`src/rtl/pbm_pkg.sv`:
```
// shared types and constants for the ascii bitmap stream parser
// used by every rtl file of the block, depends on nothing
package pbm_pkg;

  // size limits
  localparam int unsigned MaxDim  = 4096;
  localparam int unsigned DimW    = 13;   // holds 0 .. MaxDim
  localparam int unsigned IdxW    = 12;   // holds 0 .. MaxDim-1
  localparam int unsigned AccW    = 17;   // accum*10 + digit before saturation

  // queue between front and back
  localparam int unsigned QDepth  = 4;
  localparam int unsigned QAw     = 2;
  localparam int unsigned QCntW   = 3;

  // characters
  localparam logic [7:0] ChHash  = 8'h23;
  localparam logic [7:0] ChNl    = 8'h0A;
  localparam logic [7:0] ChSpace = 8'h20;
  localparam logic [7:0] ChTab   = 8'h09;
  localparam logic [7:0] ChVt    = 8'h0B;
  localparam logic [7:0] ChFf    = 8'h0C;
  localparam logic [7:0] ChCr    = 8'h0D;
  localparam logic [7:0] ChPlus  = 8'h2B;
  localparam logic [7:0] ChMinus = 8'h2D;
  localparam logic [7:0] ChZero  = 8'h30;
  localparam logic [7:0] ChNine  = 8'h39;

  typedef enum logic [2:0] {
    CmNone = 3'b001,  // not in a comment
    CmThru = 3'b010,  // drop through the newline
    CmUpto = 3'b100   // drop up to the newline, keep it
  } comment_e;

  typedef enum logic [3:0] {
    PhMagic  = 4'b0001,
    PhWidth  = 4'b0010,
    PhHeight = 4'b0100,
    PhPixels = 4'b1000
  } phase_e;

  typedef enum logic [3:0] {
    NumAwait = 4'b0001,
    NumPos   = 4'b0010,
    NumNeg   = 4'b0100,
    NumDone  = 4'b1000
  } num_e;

  // item handed from front to back
  typedef struct packed {
    logic [7:0] chr;
    logic       restart;  // first byte of a new file
    logic       pass;     // byte survives comment stripping
  } token_t;

  // queue status seen by the back
  typedef struct packed {
    logic   empty;
    token_t head;
  } q_stat_t;

endpackage

```
`src/rtl/pbm_front.sv`:
```
// front part: comment stripping and classification of incoming bytes
// depends on pbm_pkg
module pbm_front (
  input  logic            clk_i,
  input  logic            rst_ni,
  input  logic            accept_i,
  input  logic [7:0]      byte_in_i,
  input  logic            file_start_i,
  output logic            push_o,
  output pbm_pkg::token_t token_o
);

  pbm_pkg::comment_e cm_q, cm_d, cm_eff;
  logic              prev_nl_q, prev_nl_d, prev_eff;
  logic              is_nl, pass;

  assign is_nl    = (byte_in_i == pbm_pkg::ChNl);
  assign cm_eff   = file_start_i ? pbm_pkg::CmNone : cm_q;
  assign prev_eff = file_start_i | prev_nl_q;

  always_comb begin
    cm_d      = cm_q;
    prev_nl_d = prev_nl_q;
    pass      = 1'b0;
    if (accept_i) begin
      prev_nl_d = is_nl;
      case (cm_eff)
        pbm_pkg::CmThru: begin
          cm_d = is_nl ? pbm_pkg::CmNone : pbm_pkg::CmThru;
        end
        pbm_pkg::CmUpto: begin
          cm_d = is_nl ? pbm_pkg::CmNone : pbm_pkg::CmUpto;
          pass = is_nl;
        end
        pbm_pkg::CmNone: begin
          cm_d = pbm_pkg::CmNone;
          if (byte_in_i == pbm_pkg::ChHash) begin
            cm_d = prev_eff ? pbm_pkg::CmThru : pbm_pkg::CmUpto;
          end else begin
            pass = 1'b1;
          end
        end
        default: begin
          cm_d = pbm_pkg::CmNone;
        end
      endcase
    end
  end

  // a restart byte always goes through so the back can clear its state
  assign push_o          = accept_i & (pass | file_start_i);
  assign token_o.chr     = byte_in_i;
  assign token_o.restart = file_start_i;
  assign token_o.pass    = pass;

  always_ff @(posedge clk_i or negedge rst_ni) begin
    if (!rst_ni) begin
      cm_q      <= pbm_pkg::CmNone;
      prev_nl_q <= 1'b1;
    end else begin
      cm_q      <= cm_d;
      prev_nl_q <= prev_nl_d;
    end
  end

endmodule

```
`src/rtl/pbm_queue.sv`:
```
// short token queue between front and back
// depends on pbm_pkg
module pbm_queue (
  input  logic              clk_i,
  input  logic              rst_ni,
  input  logic              push_i,
  input  pbm_pkg::token_t   token_i,
  input  logic              pop_i,
  output logic              full_o,
  output pbm_pkg::q_stat_t  stat_o
);

  pbm_pkg::token_t                 mem_q [pbm_pkg::QDepth];
  logic [pbm_pkg::QAw-1:0]         wr_q, wr_d, rd_q, rd_d;
  logic [pbm_pkg::QCntW-1:0]       cnt_q, cnt_d;

  assign full_o       = (cnt_q == pbm_pkg::QCntW'(pbm_pkg::QDepth));
  assign stat_o.empty = (cnt_q == '0);
  assign stat_o.head  = mem_q[rd_q];

  always_comb begin
    wr_d  = push_i ? wr_q + 1'b1 : wr_q;
    rd_d  = pop_i  ? rd_q + 1'b1 : rd_q;
    cnt_d = cnt_q;
    if (push_i && !pop_i) begin
      cnt_d = cnt_q + 1'b1;
    end else if (!push_i && pop_i) begin
      cnt_d = cnt_q - 1'b1;
    end
  end

  always_ff @(posedge clk_i) begin
    if (push_i) begin
      mem_q[wr_q] <= token_i;
    end
  end

  always_ff @(posedge clk_i or negedge rst_ni) begin
    if (!rst_ni) begin
      wr_q  <= '0;
      rd_q  <= '0;
      cnt_q <= '0;
    end else begin
      wr_q  <= wr_d;
      rd_q  <= rd_d;
      cnt_q <= cnt_d;
    end
  end

endmodule

```
`src/rtl/pbm_back.sv`:
```
// back part: header numbers, pixel placement and the output register
// depends on pbm_pkg
module pbm_back (
  input  logic                        clk_i,
  input  logic                        rst_ni,
  input  pbm_pkg::q_stat_t            stat_i,
  output logic                        pop_o,
  output logic                        out_valid_o,
  input  logic                        out_stall_i,
  output logic [7:0]                  pixel_char_o,
  output logic [pbm_pkg::IdxW-1:0]    row_o,
  output logic [pbm_pkg::IdxW-1:0]    col_o,
  output logic [pbm_pkg::DimW-1:0]    image_width_o,
  output logic [pbm_pkg::DimW-1:0]    image_height_o,
  output logic                        last_pixel_o
);

  pbm_pkg::phase_e              ph_q, ph_d, ph_e;
  pbm_pkg::num_e                num_q, num_d, num_e;
  logic [pbm_pkg::DimW-1:0]     acc_q, acc_d, acc_e;
  logic [pbm_pkg::DimW-1:0]     wid_q, wid_d, wid_e;
  logic [pbm_pkg::DimW-1:0]     hgt_q, hgt_d, hgt_e;
  logic [pbm_pkg::IdxW-1:0]     row_q, row_d, row_e;
  logic [pbm_pkg::IdxW-1:0]     col_q, col_d, col_e;
  logic                         done_q, done_d, done_e;
  logic                         ov_q, ov_d;
  logic [7:0]                   pix_q;
  logic [pbm_pkg::IdxW-1:0]     orow_q, ocol_q;
  logic [pbm_pkg::DimW-1:0]     owid_q, ohgt_q;
  logic                         olast_q;

  pbm_pkg::token_t              tok;
  logic [7:0]                   c;
  logic                         is_nl, is_digit, is_space, emit, last, col_end;
  logic [pbm_pkg::AccW-1:0]     acc_mul;
  logic [pbm_pkg::DimW-1:0]     acc_sat, num_val;
  logic [pbm_pkg::DimW-1:0]     col_inc, row_inc;

  assign tok   = stat_i.head;
  assign c     = tok.chr;
  assign pop_o = !stat_i.empty && (!ov_q || !out_stall_i);

  assign is_nl    = (c == pbm_pkg::ChNl);
  assign is_digit = (c >= pbm_pkg::ChZero) && (c <= pbm_pkg::ChNine);
  assign is_space = (c == pbm_pkg::ChSpace) || (c == pbm_pkg::ChTab) ||
                    (c == pbm_pkg::ChVt) || (c == pbm_pkg::ChFf) || (c == pbm_pkg::ChCr);

  // restart clears the parse before the byte itself is handled
  always_comb begin
    if (tok.restart) begin
      ph_e   = pbm_pkg::PhMagic;
      num_e  = pbm_pkg::NumAwait;
      acc_e  = '0;
      wid_e  = '0;
      hgt_e  = '0;
      row_e  = '0;
      col_e  = '0;
      done_e = 1'b0;
    end else begin
      ph_e   = ph_q;
      num_e  = num_q;
      acc_e  = acc_q;
      wid_e  = wid_q;
      hgt_e  = hgt_q;
      row_e  = row_q;
      col_e  = col_q;
      done_e = done_q;
    end
  end

  // accum*10 + digit, saturated
  assign acc_mul = {acc_e, 3'b000} + {2'b00, acc_e, 1'b0} +
                   pbm_pkg::AccW'(c - pbm_pkg::ChZero);
  assign acc_sat = (acc_mul > pbm_pkg::AccW'(pbm_pkg::MaxDim)) ?
                   pbm_pkg::DimW'(pbm_pkg::MaxDim) : acc_mul[pbm_pkg::DimW-1:0];
  assign num_val = (num_e == pbm_pkg::NumNeg) ? '0 : acc_e;

  assign col_inc = {1'b0, col_e} + 1'b1;
  assign row_inc = {1'b0, row_e} + 1'b1;
  assign col_end = (col_inc == wid_e);
  assign last    = col_end && (row_inc == hgt_e);

  always_comb begin
    ph_d   = ph_q;
    num_d  = num_q;
    acc_d  = acc_q;
    wid_d  = wid_q;
    hgt_d  = hgt_q;
    row_d  = row_q;
    col_d  = col_q;
    done_d = done_q;
    emit   = 1'b0;
    if (pop_o) begin
      ph_d   = ph_e;
      num_d  = num_e;
      acc_d  = acc_e;
      wid_d  = wid_e;
      hgt_d  = hgt_e;
      row_d  = row_e;
      col_d  = col_e;
      done_d = done_e;
      if (tok.pass) begin
        case (ph_e)
          pbm_pkg::PhMagic: begin
            if (is_nl) begin
              ph_d  = pbm_pkg::PhWidth;
              num_d = pbm_pkg::NumAwait;
              acc_d = '0;
            end
          end
          pbm_pkg::PhWidth, pbm_pkg::PhHeight: begin
            if (is_nl) begin
              if (ph_e == pbm_pkg::PhWidth) begin
                wid_d = num_val;
                ph_d  = pbm_pkg::PhHeight;
              end else begin
                hgt_d  = num_val;
                ph_d   = pbm_pkg::PhPixels;
                row_d  = '0;
                col_d  = '0;
                done_d = 1'b0;
              end
              num_d = pbm_pkg::NumAwait;
              acc_d = '0;
            end else begin
              case (num_e)
                pbm_pkg::NumAwait: begin
                  if (c == pbm_pkg::ChPlus) begin
                    num_d = pbm_pkg::NumPos;
                  end else if (c == pbm_pkg::ChMinus) begin
                    num_d = pbm_pkg::NumNeg;
                  end else if (is_digit) begin
                    num_d = pbm_pkg::NumPos;
                    acc_d = acc_sat;
                  end else if (!is_space) begin
                    num_d = pbm_pkg::NumDone;
                  end
                end
                pbm_pkg::NumPos, pbm_pkg::NumNeg: begin
                  if (is_digit) begin
                    acc_d = acc_sat;
                  end else begin
                    num_d = pbm_pkg::NumDone;
                  end
                end
                default: begin
                  num_d = num_e;
                end
              endcase
            end
          end
          pbm_pkg::PhPixels: begin
            if (!is_nl && (c != pbm_pkg::ChSpace) && !done_e &&
                (wid_e != '0) && (hgt_e != '0)) begin
              emit = 1'b1;
              if (last) begin
                done_d = 1'b1;
              end else if (col_end) begin
                col_d = '0;
                row_d = row_inc[pbm_pkg::IdxW-1:0];
              end else begin
                col_d = col_inc[pbm_pkg::IdxW-1:0];
              end
            end
          end
          default: begin
            ph_d = ph_e;
          end
        endcase
      end
    end
  end

  assign ov_d = pop_o ? emit : (ov_q & out_stall_i);

  always_ff @(posedge clk_i or negedge rst_ni) begin
    if (!rst_ni) begin
      ph_q   <= pbm_pkg::PhMagic;
      num_q  <= pbm_pkg::NumAwait;
      acc_q  <= '0;
      wid_q  <= '0;
      hgt_q  <= '0;
      row_q  <= '0;
      col_q  <= '0;
      done_q <= 1'b0;
      ov_q   <= 1'b0;
    end else begin
      ph_q   <= ph_d;
      num_q  <= num_d;
      acc_q  <= acc_d;
      wid_q  <= wid_d;
      hgt_q  <= hgt_d;
      row_q  <= row_d;
      col_q  <= col_d;
      done_q <= done_d;
      ov_q   <= ov_d;
    end
  end

  always_ff @(posedge clk_i) begin
    if (emit) begin
      pix_q   <= c;
      orow_q  <= row_e;
      ocol_q  <= col_e;
      owid_q  <= wid_e;
      ohgt_q  <= hgt_e;
      olast_q <= last;
    end
  end

  assign out_valid_o    = ov_q;
  assign pixel_char_o   = pix_q;
  assign row_o          = orow_q;
  assign col_o          = ocol_q;
  assign image_width_o  = owid_q;
  assign image_height_o = ohgt_q;
  assign last_pixel_o   = olast_q;

endmodule

```
`src/rtl/ascii_pbm_stream_parser_unit.sv`:
```
// top level of the ascii bitmap stream parser: front, token queue, back
// depends on pbm_pkg, pbm_front, pbm_queue and pbm_back
//
//   channel  direction  handshake               payload
//   in       input      in_valid_i/in_stall_o   byte_in_i, file_start_i
//   out      output     out_valid_o/out_stall_i pixel_char_o, row_o, col_o,
//                                               image_width_o, image_height_o,
//                                               last_pixel_o
//
// one byte a clock is accepted unless the queue is full; a pixel enters the output
// register in the cycle after the back takes its byte, and the back takes one token a clock
// unless a held pixel is stalled; the four-entry token queue sets how long the front runs on while out stalls
// reset (rst_ni low) clears the parse to the start of the magic line
// in_stall_o rises only when the queue is full; a byte dropped by comment
// stripping never enters the queue, except a file-start byte
module ascii_pbm_stream_parser_unit (
  input  logic                        clk_i,
  input  logic                        rst_ni,
  input  logic                        in_valid_i,
  output logic                        in_stall_o,
  input  logic [7:0]                  byte_in_i,
  input  logic                        file_start_i,
  output logic                        out_valid_o,
  input  logic                        out_stall_i,
  output logic [7:0]                  pixel_char_o,
  output logic [pbm_pkg::IdxW-1:0]    row_o,
  output logic [pbm_pkg::IdxW-1:0]    col_o,
  output logic [pbm_pkg::DimW-1:0]    image_width_o,
  output logic [pbm_pkg::DimW-1:0]    image_height_o,
  output logic                        last_pixel_o
);

  logic             accept;   // byte taken this cycle
  logic             push;     // token written to the queue
  logic             pop;      // token consumed by the back
  logic             full;
  pbm_pkg::token_t  token;
  pbm_pkg::q_stat_t q_stat;

  // stall depends on registered queue fill only
  assign in_stall_o = full;
  assign accept     = in_valid_i & ~full;

  // comment stripping, restart flagging
  pbm_front u_front (
    .clk_i        (clk_i),
    .rst_ni       (rst_ni),
    .accept_i     (accept),
    .byte_in_i    (byte_in_i),
    .file_start_i (file_start_i),
    .push_o       (push),
    .token_o      (token)
  );

  // decouples byte intake from output stalls
  pbm_queue u_queue (
    .clk_i   (clk_i),
    .rst_ni  (rst_ni),
    .push_i  (push),
    .token_i (token),
    .pop_i   (pop),
    .full_o  (full),
    .stat_o  (q_stat)
  );

  // header parsing and pixel placement
  pbm_back u_back (
    .clk_i          (clk_i),
    .rst_ni         (rst_ni),
    .stat_i         (q_stat),
    .pop_o          (pop),
    .out_valid_o    (out_valid_o),
    .out_stall_i    (out_stall_i),
    .pixel_char_o   (pixel_char_o),
    .row_o          (row_o),
    .col_o          (col_o),
    .image_width_o  (image_width_o),
    .image_height_o (image_height_o),
    .last_pixel_o   (last_pixel_o)
  );

endmodule

```
`config.mk`:
```
export PLATFORM = sky130hd
export DESIGN_NAME = ascii_pbm_stream_parser_unit
export DESIGN_NICKNAME = d
export VERILOG_FILES = /design/src/rtl/pbm_pkg.sv /design/src/rtl/pbm_front.sv /design/src/rtl/pbm_queue.sv /design/src/rtl/pbm_back.sv /design/src/rtl/ascii_pbm_stream_parser_unit.sv
export SDC_FILE = /design/constraint.sdc
export NUM_CORES = 1
export LEC_CHECK = 0
export BUFFER_PORTS_ARGS = -buffer_cell sky130_fd_sc_hd__buf_2
export CAP_MARGIN = 20
export CORE_ASPECT_RATIO = 1.5
export CORE_UTILIZATION = 23
export CTS_CLUSTER_DIAMETER = 120
export DETAILED_ROUTE_END_ITERATION = 8
export SYNTH_ARGS = -nofsm -noshare
export SYNTH_HDL_FRONTEND = slang
export SYNTH_SLANG_ARGS = --single-unit
```
`constraint.sdc`:
```
create_clock -name clk_i -period 8.3 [get_ports clk_i]
set_input_delay 1.66 -clock clk_i [delete_from_list [all_inputs] [get_ports clk_i]]
set_output_delay 1.66 -clock clk_i [all_outputs]
set_load 0.005 [all_outputs]
```
# == Word-level counts from Yosys, hierarchy flattened ==
# Memories as Yosys holds them, arrays and structs flattened.
# Cells that the tools add are included.
# Widths: inputs -> output; s select.
# classes
n_mux,79
add_sub_neg,9
eq_ne,24
magnitude_cmp,3
reduce_logical,27
n_bitwise,6
# ops
operator,count
$mux 13,19
$mux 12,14
$mux 4,14
$pmux 13 s2,2
$eq 8x4->1 const B,6
$pmux 12 s2,2
$eq 8x6->1 const B,4
$add 12x1->13 const B,2
$eq 13x13->1,2
$reduce_bool 13->1,2
$pmux 4 s2,3
$mux 3,6
$add 16x14->17,1
$add 17x17->17,1
$gt 17x13->1 const B,1
$mux 1,15
$logic_and 1x1->1,9
$pmux 3 s3,1
$sub 8x6->9 const B,1
$eq 4x1->1 const B,2
$eq 4x2->1 const B,2
$eq 4x3->1 const B,2
$ge 8x6->1 const B,1
$le 8x6->1 const B,1
other kinds (18),35
# totals
memories,1
elab_cells,169
output_inout_bits,61
reg_bits,143
inputBits,13
ram_bits,40
# memory_table
name,depth,word_bits,rd,rd_clocked_by_memory_dff,write_ports,line,source
u_queue.mem_q,4,10,1,0,1,pbm_queue.sv:13,pbm_pkg::token_t mem_q [pbm_pkg::QDepth];

# == Longest topological paths before layout ==
# Gate-level depths: netlist of run 1.
# An unclocked memory read counts as a cell.
# depth
ltp_word,14
mapped_depth,21
mapped_depth_nobuf,16

# == Modules after synthesis ==
# Synthesis of run 1 repeated with hierarchy kept, for this count alone.
# hier_totals
cells_unflattened,1031
area_unflattened_um2,10815.4
# by_module_without_submodules
module,n_inst,area_per_inst_um2,cells_per_inst,seq_area_each_um2
pbm_back,1,8501.9,894,3601.0
pbm_queue,1,1840.5,86,1376.3
pbm_front,1,459.2,50,102.6
ascii_pbm_stream_parser_unit,1,13.8,1,0.0

# == Worst setup path after synthesis of run 1 ==
# OpenSTA, ideal clock, no wires.
# synth_timing
kind,reg-to-reg
from,register u_queue.rd_q[0] (netlist name)
to,register u_back.acc_q[3] (netlist name)
n_path_buf,4
setup_slack_ps,3116
t_arrival_ps,5080
t_required_ps,8196
setup_ps,104
stages_incl_launch_ff,19
period_less_slack_ps,5184
path_cell_list,dfrtp_1 > buf_6 > buf_6 > mux4_2 > ha_1 > or3_1 > inv_1 > fa_1 > ha_1 > clkbuf_1 > a21oi_1 > nor2b_1 > or4_1 > o21ba_2 > xor2_1 > or3_4 > or2_1 > buf_6 > o41ai_2
# synth_lines
element,line,source
from (decl),pbm_queue.sv:14,"logic [pbm_pkg::QAw-1:0] wr_q, wr_d, rd_q, rd_d;"
from (signal assigned),pbm_queue.sv:45,rd_q <= rd_d;
to (signal assigned),pbm_back.sv:180,acc_q <= '0;
to (signal assigned),pbm_back.sv:190,acc_q <= acc_d;
to (decl),pbm_back.sv:20,"logic [pbm_pkg::DimW-1:0] acc_q, acc_d, acc_e;"

==> results of run 1 <==
[flip-flops by register name, summed over array words and instances (netlist names), 4 cells and up]
signal and flops:
u_back.ph_q 4, u_back.hgt_q 13, u_queue.mem_q 40, u_back.image_width_o 13
u_back.image_height_o 13, u_back.pixel_char_o 8, u_back.num_q 4, u_back.row_q 12
u_back.col_q 12, u_back.col_o 12, u_back.acc_q 13, u_back.wid_q 13
u_back.row_o 12
[worst reg2reg max path, stage by stage, from the launching register on]
cell and delay (ps):
dfrtp_1 870, mux4_2 670, ha_1 260, or3_1 450, inv_1 300, fa_1 490, ha_1 430, a21oi_1 340
nor2b_1 100, or4_1 410, o21ba_2 220, xor2_1 150, or3_4 370, or2_1 400, o41ai_1 390
[routing by layer]
| metal | GRT usage | vias to the layer above | wire [µm] |
|---|---|---|---|
| met2 | 0.244 | 236 | 16400 |
| met4 | 0.0834 | 0 | 1590 |
| met5 | 0 | - | 0 |
| li1 | - | 4017 | - |
| met1 | 0.140 | 4210 | 11500 |
| met3 | 0.0194 | 76 | 1080 |
[power by group]
group          internal (µW)  leakage (µW)  switching (µW)  total [µW]
logic                    350       0.00259             710        1060
clock network            479      0.000280             371         850
registers               1030       0.00214            62.4        1100
[kinds of logic (layout without fill, tap and decap cells)]
family          count (synthesis)  after routing  share of synthesized area
compound gates                265            265                      0.167
simple gates                  404            404                      0.190
buf+inv                       115            174                     0.0439
xor+xnor                       50             50                     0.0406
fa+ha+maj                      41             41                     0.0566
flops                         183            183                      0.471
mux                            20             20                     0.0306
[layout make-up]
class	count	area, µm²	area share
clock buffer	20	437	0.0354
clock inverter	12	166	0.0135
sequential	183	5080	0.412
timing repair buffer	84	450	0.0366
inverter	58	218	0.0177
tap	588	736	0.0597
multi-input combinational	780	5240	0.425
[per-stage QoR]
| stage | setup slack (ps) | total power [µW] |
|---|---|---|
| 4_1_cts | 2300 | 3030 |
| 6_report | 2340 | 3000 |
| 2_1_floorplan | 3120 | 1890 |
| 3_5_place_dp | 2330 | 2170 |
| 3_3_place_gp | 2390 | 2160 |
| 5_1_grt | 1940 | 3170 |
[how the worst max path moves through the flow]
stage / startpoint / cells past startpoint / slack [ps] / to
6_report: u_queue.rd_q[0] / 14 / 2340 / u_back.acc_q[5]
4_1_cts: u_queue.rd_q[0] / 14 / 2300 / u_back.acc_q[5]
3_5_place_dp: u_queue.rd_q[0] / 14 / 2330 / u_back.acc_q[5]
5_1_grt: u_queue.rd_q[0] / 14 / 1940 / u_back.acc_q[5]
2_1_floorplan: u_queue.rd_q[0] / 18 / 3120 / u_back.acc_q[3]
3_3_place_gp: u_queue.rd_q[0] / 14 / 2390 / u_back.acc_q[5]
[cell usage after synthesis (all sizes together), types with 4 or more instances]
master	n	area (µm²)
o21ai	74	370
xor2	21	184
nor2	80	300
nor2b	51	319
inv	58	218
nand3	30	150
mux2	4	45.0
o2111ai	5	50.0
dfrtp	80	2000
fa	13	260
a31oi	12	75.1
or3	8	55.1
a211oi	8	60.1
and2	13	81.3
buf	15	96.3
a21oi	61	305
o21a	7	52.6
nand4	14	87.6
o41ai	6	82.6
nor3	22	120
or4	7	56.3
o31a	5	43.8
ha	28	350
mux4	10	225
o31ai	9	67.6
o211ai	24	180
xnor2	29	254
or2	8	50.1
o41a	6	67.6
edfxtp	99	2970
nand2b	6	37.5
a21o	5	37.5
nor3b	5	37.5
nor4	15	109
clkbuf	42	159
mux2i	6	60.1
nand2	121	454
dfstp	4	105
a31o	4	35.0
and3	8	50.1
==> metrics.txt, run 1 <==
RSZ-0062 raised after global routing=no; first-pass GRT wire length=about 49 mm; number of synthesized register bits=183; Post-CTS Setup Inserts=0; CTS sink count=183; vias in the first global route=a little under 9k; Core Region=around 46000 µm²; fillers=~4.8k; critical path's top delay family=simple AND/OR/NAND/NOR gates; min-delay src=u_front.prev_nl_q; depth of the CTS H-tree=4; initial DRC count=500; most frequent cells in the layout=121 x nand2_1, 99 x edfxtp_1, 80 x nor2_1, 80 x dfrtp_1, 72 x buf_2; CTS Buf Count=17; Yosys cell types=86; Worst IR Drop VDD=0.000114 V; min cycle time layout=5960 ps; CP Max Fanout=14; Final ANT Viol Nets=0; number of remaining DRC errors=0; nets=1178; Initial Util=0.234; CTS Hold Bufs=0; cell mode on critical path=ha_1; Cell Chain, Critical Path=mux4_2 > ha_1 > or3_1 > inv_1 > fa_1 > ha_1 > a21oi_1 > nor2b_1 > or4_1 > o21ba_2 > xor2_1 > or3_4 > or2_1 > o41ai_1; Mapped Avg Cell Area=10.0 µm²; Worst Reg-to-Reg Cells=14; Root Driver=clkbuf_16; die height=267 µm; via count=8539; Buf+Inv Stages, Crit Path=1; clock-pin slew on the worst setup and hold paths=70 ps; worst hold slack=472 ps; Resize count post-CTS=0; Final Hold Fails=0; Setup Crit Path Kind=flip-flop to flip-flop; CTS max path bufs=2; Synth Cell Area=10800 µm²; max-slew violation count=0; CP Launch Type=flip-flop; P_leak=0.00500 µW; full die area=47800 µm²; largest net degree at the start of global routing=67; Data arrival, critical path=6300 ps; Max-Cap Viols=0; FFs w/ async S/R, synth=0.459; Via density=4.95; fin cells=approximately 1.7k; antenna violations before repair=0; Reg-to-Reg Start=u_queue.rd_q[0]; Overall Global Routing Usage=0.133; DP Area=11700 µm²; PortBufs=73; Finish-stage setup viols=0; Die Width=between 150 and 200 µm; Rows=96; Seq/Total Area, Yosys=0.471; final core occ=0.268; Slew HR=0.348; Ports=74; share of cells above drive strength 1=0.142; slowest cell on the critical path=dfrtp_1; placed insts=roughly 1.7k; setup TNS after final layout=0 ps; grt ovf=0; syn_nets=~1.1k; highest clock rate=168 MHz; routability cong.=slightly below 0.9; CP Capture Type=flip-flop; Pre-antenna DRT Iters=5; leading cell type in the layout, fill and taps excluded=nand2_1; Post-synth EDFFs=99; hold path cells=2; skew final=13.7 ps; Crit path largest cell delay=870 ps; worst slew pin tran=977 ps; fin area=12300 µm²; Synth Flop Type=edfxtp_1; WL/cell=17.7 µm; status=finished, final reports clean; Hold EP=u_front.prev_nl_q; Synth Warn #=0; Gate Count Post-Synth=roughly 1.1k; area grow syn2layout=14.3%; WL final=between 30 and 40 mm; RR Endpoint=u_back.acc_q[5]; Crit path required time=between 8000 and 9000 ps; Final Cycle Share=0.718; Clk Latency, worst-skew pair=roughly 460 ps; Worst R2R Setup Slack=2340 ps; post-DP HPWL=between 20 and 25 mm; Hold Path Class=flip-flop to flip-flop; TritonCTS clock tree=yes; n_diodes=0; Cell Pwr Density=244 nW/µm²
Power figures use the tool's default switching activity.
==> run 2, diff against run 1 <==
- clock period: 8.3 -> 5 ns (I/O delays scaled with it)
==> metrics.txt, run 2 (synthesis results as in run 1) <==
worst hold slack=roughly 480 ps; Worst IR Drop VDD=0.000201 V; CTS Hold Bufs=0; min cycle time layout=4750 ps; Slew HR=0.531; worst slack, placed=-87.2 ps; Overall Global Routing Usage=0.136; Final Hold Fails=0; Setup Crit Path Kind=flip-flop to flip-flop; RSZ-0062 raised after global routing=no; Cell Pwr Density=between 300 and 400 nW/µm²; most frequent cells in the layout=121 x nand2_1, 99 x edfxtp_1, 80 x nor2_1, 80 x dfrtp_1, 72 x buf_2; setup TNS after final layout=0 ps; DP Area=12100 µm²; clock-pin slew on the worst setup and hold paths=70 ps; Pre-antenna DRT Iters=7; fin area=~13000 µm²; WL final=31.1 mm; CTS sink count=183; Max-Cap Viols=0; vias in the first global route=slightly below 9k; final core occ=0.277; Crit path required time=5350 ps; Biggest register=u_queue.mem_q; Rows=96; CP Launch Type=flip-flop; CP Max Fanout=7; max-slew violation count=0; full die area=47800 µm²; skew final=12.4 ps; grt ovf=0; P_leak=approximately 0.0052 µW; n_diodes=0; routability cong.=0.902; min-delay src=u_front.prev_nl_q; CTS max path bufs=2; status=finished, final reports clean; leading cell type in the layout, fill and taps excluded=nand2_1; Reg-to-Reg Start=u_queue.rd_q[0]; Root Driver=clkbuf_16; Data arrival, critical path=just over 5000 ps; Pint=3090 µW; fin worst setup slack=246 ps; Seq pwr share=0.353; via count=8695; CP Capture Type=flip-flop; Final Cycle Share=0.951; PortBufs=between 70 and 80; TritonCTS clock tree=yes; largest net degree at the start of global routing=55; Initial Util=0.234; Hold Path Class=flip-flop to flip-flop; share of cells above drive strength 1=0.186; CP Launch Point=u_queue.rd_q[0]; antenna violations before repair=0; initial DRC count=approximately 580; Finish-stage setup viols=0; depth of the CTS H-tree=4; number of remaining DRC errors=0; share of power burned in the clock network=0.254; die height=around 270 µm; Comb pwr share=0.393; area grow syn2layout=18.0%; Ports=74; nets=1230; Clk Latency, worst-skew pair=450 ps; worst slew pin tran=703 ps; Die Width=179 µm; Switching Share=0.386; highest clock rate=210 MHz; post-DP HPWL=between 20 and 25 mm; WL/cell=17.5 µm; Net Sw Power=between 1500 and 2000 µW; first-pass GRT wire length=49.6 mm; max reg flops=40; Core Region=46000 µm²; Via density=4.89; CTS Buf Count=17; Final ANT Viol Nets=0
run 2: cell types whose count changed in the layout (fill, tap and decap cells not counted), sizes merged:
cell and delta:
buf +52, clkinv +3, inv +1, clkbuf -1, bufinv -3
run 2: path summary, 6_finish.rpt:
path                                     end  slack, ps  cells past startpoint
max                          u_back.acc_q[5]        250                     15
min                        u_front.prev_nl_q        480                      2
max reg2reg                  u_back.acc_q[5]        250                     15
min reg2reg                u_front.prev_nl_q        480                      2
max in group asynchronous    u_back.wid_q[6]       3380                      2
min in group asynchronous    u_front.cm_q[2]        500                      1
run 2: timing repair:
item / in CTS / in global routing
pin swaps: 0 / 1
gates resized for setup: 2 / 10
gates cloned: 0 / 0
setup endpoints to repair: 11 / 14
buffers inserted: 0 / 3
run 2: power groups by stage:
stage	registers [µW]	clock network (µW)	logic, µW
2_1_floorplan	1790	0	1350
3_3_place_gp	1810	0	1920
4_1_cts	1780	1320	1970
5_1_grt	1790	1360	2180
6_report	1780	1280	1980
3_5_place_dp	1810	0	1950
run 2: area by class of cell:
type	count	area (µm²)
fill	4808	33300
multi-input combinational	780	5270
sequential	183	5080
timing repair buffer	136	866
tap	588	736
clock buffer	19	433
inverter	58	220
clock inverter	13	118
run 2: routing by layer:
layer / track usage / wire [µm] / up-vias / part of all wire
met1: 0.145 / 11800 / 4278 / 0.38
li1: - / - / 4128 / -
met4: 0.0696 / 1190 / 0 / 0.038
met3: 0.0219 / 1150 / 58 / 0.037
met2: 0.252 / 17000 / 231 / 0.55
met5: 0 / 0 / - / 0
run 2: stage by stage:
step,total power [µW],instances
2_1_floorplan,3140,1078
3_3_place_gp,3730,1742
3_5_place_dp,3760,1742
4_1_cts,5070,1774
5_1_grt,5330,1777
6_report,5040,1777
run 2: worst max-delay path, stage by stage (launching register included):
cell,delay (ps)
dfrtp_1,430
mux4_2,540
ha_1,240
or3_4,440
inv_4,110
buf_12,110
fa_1,410
ha_1,350
a21oi_4,190
nor2b_1,80
or4_1,400
o21ba_2,210
xor2_1,150
or3_4,370
or2_4,310
o41ai_2,320
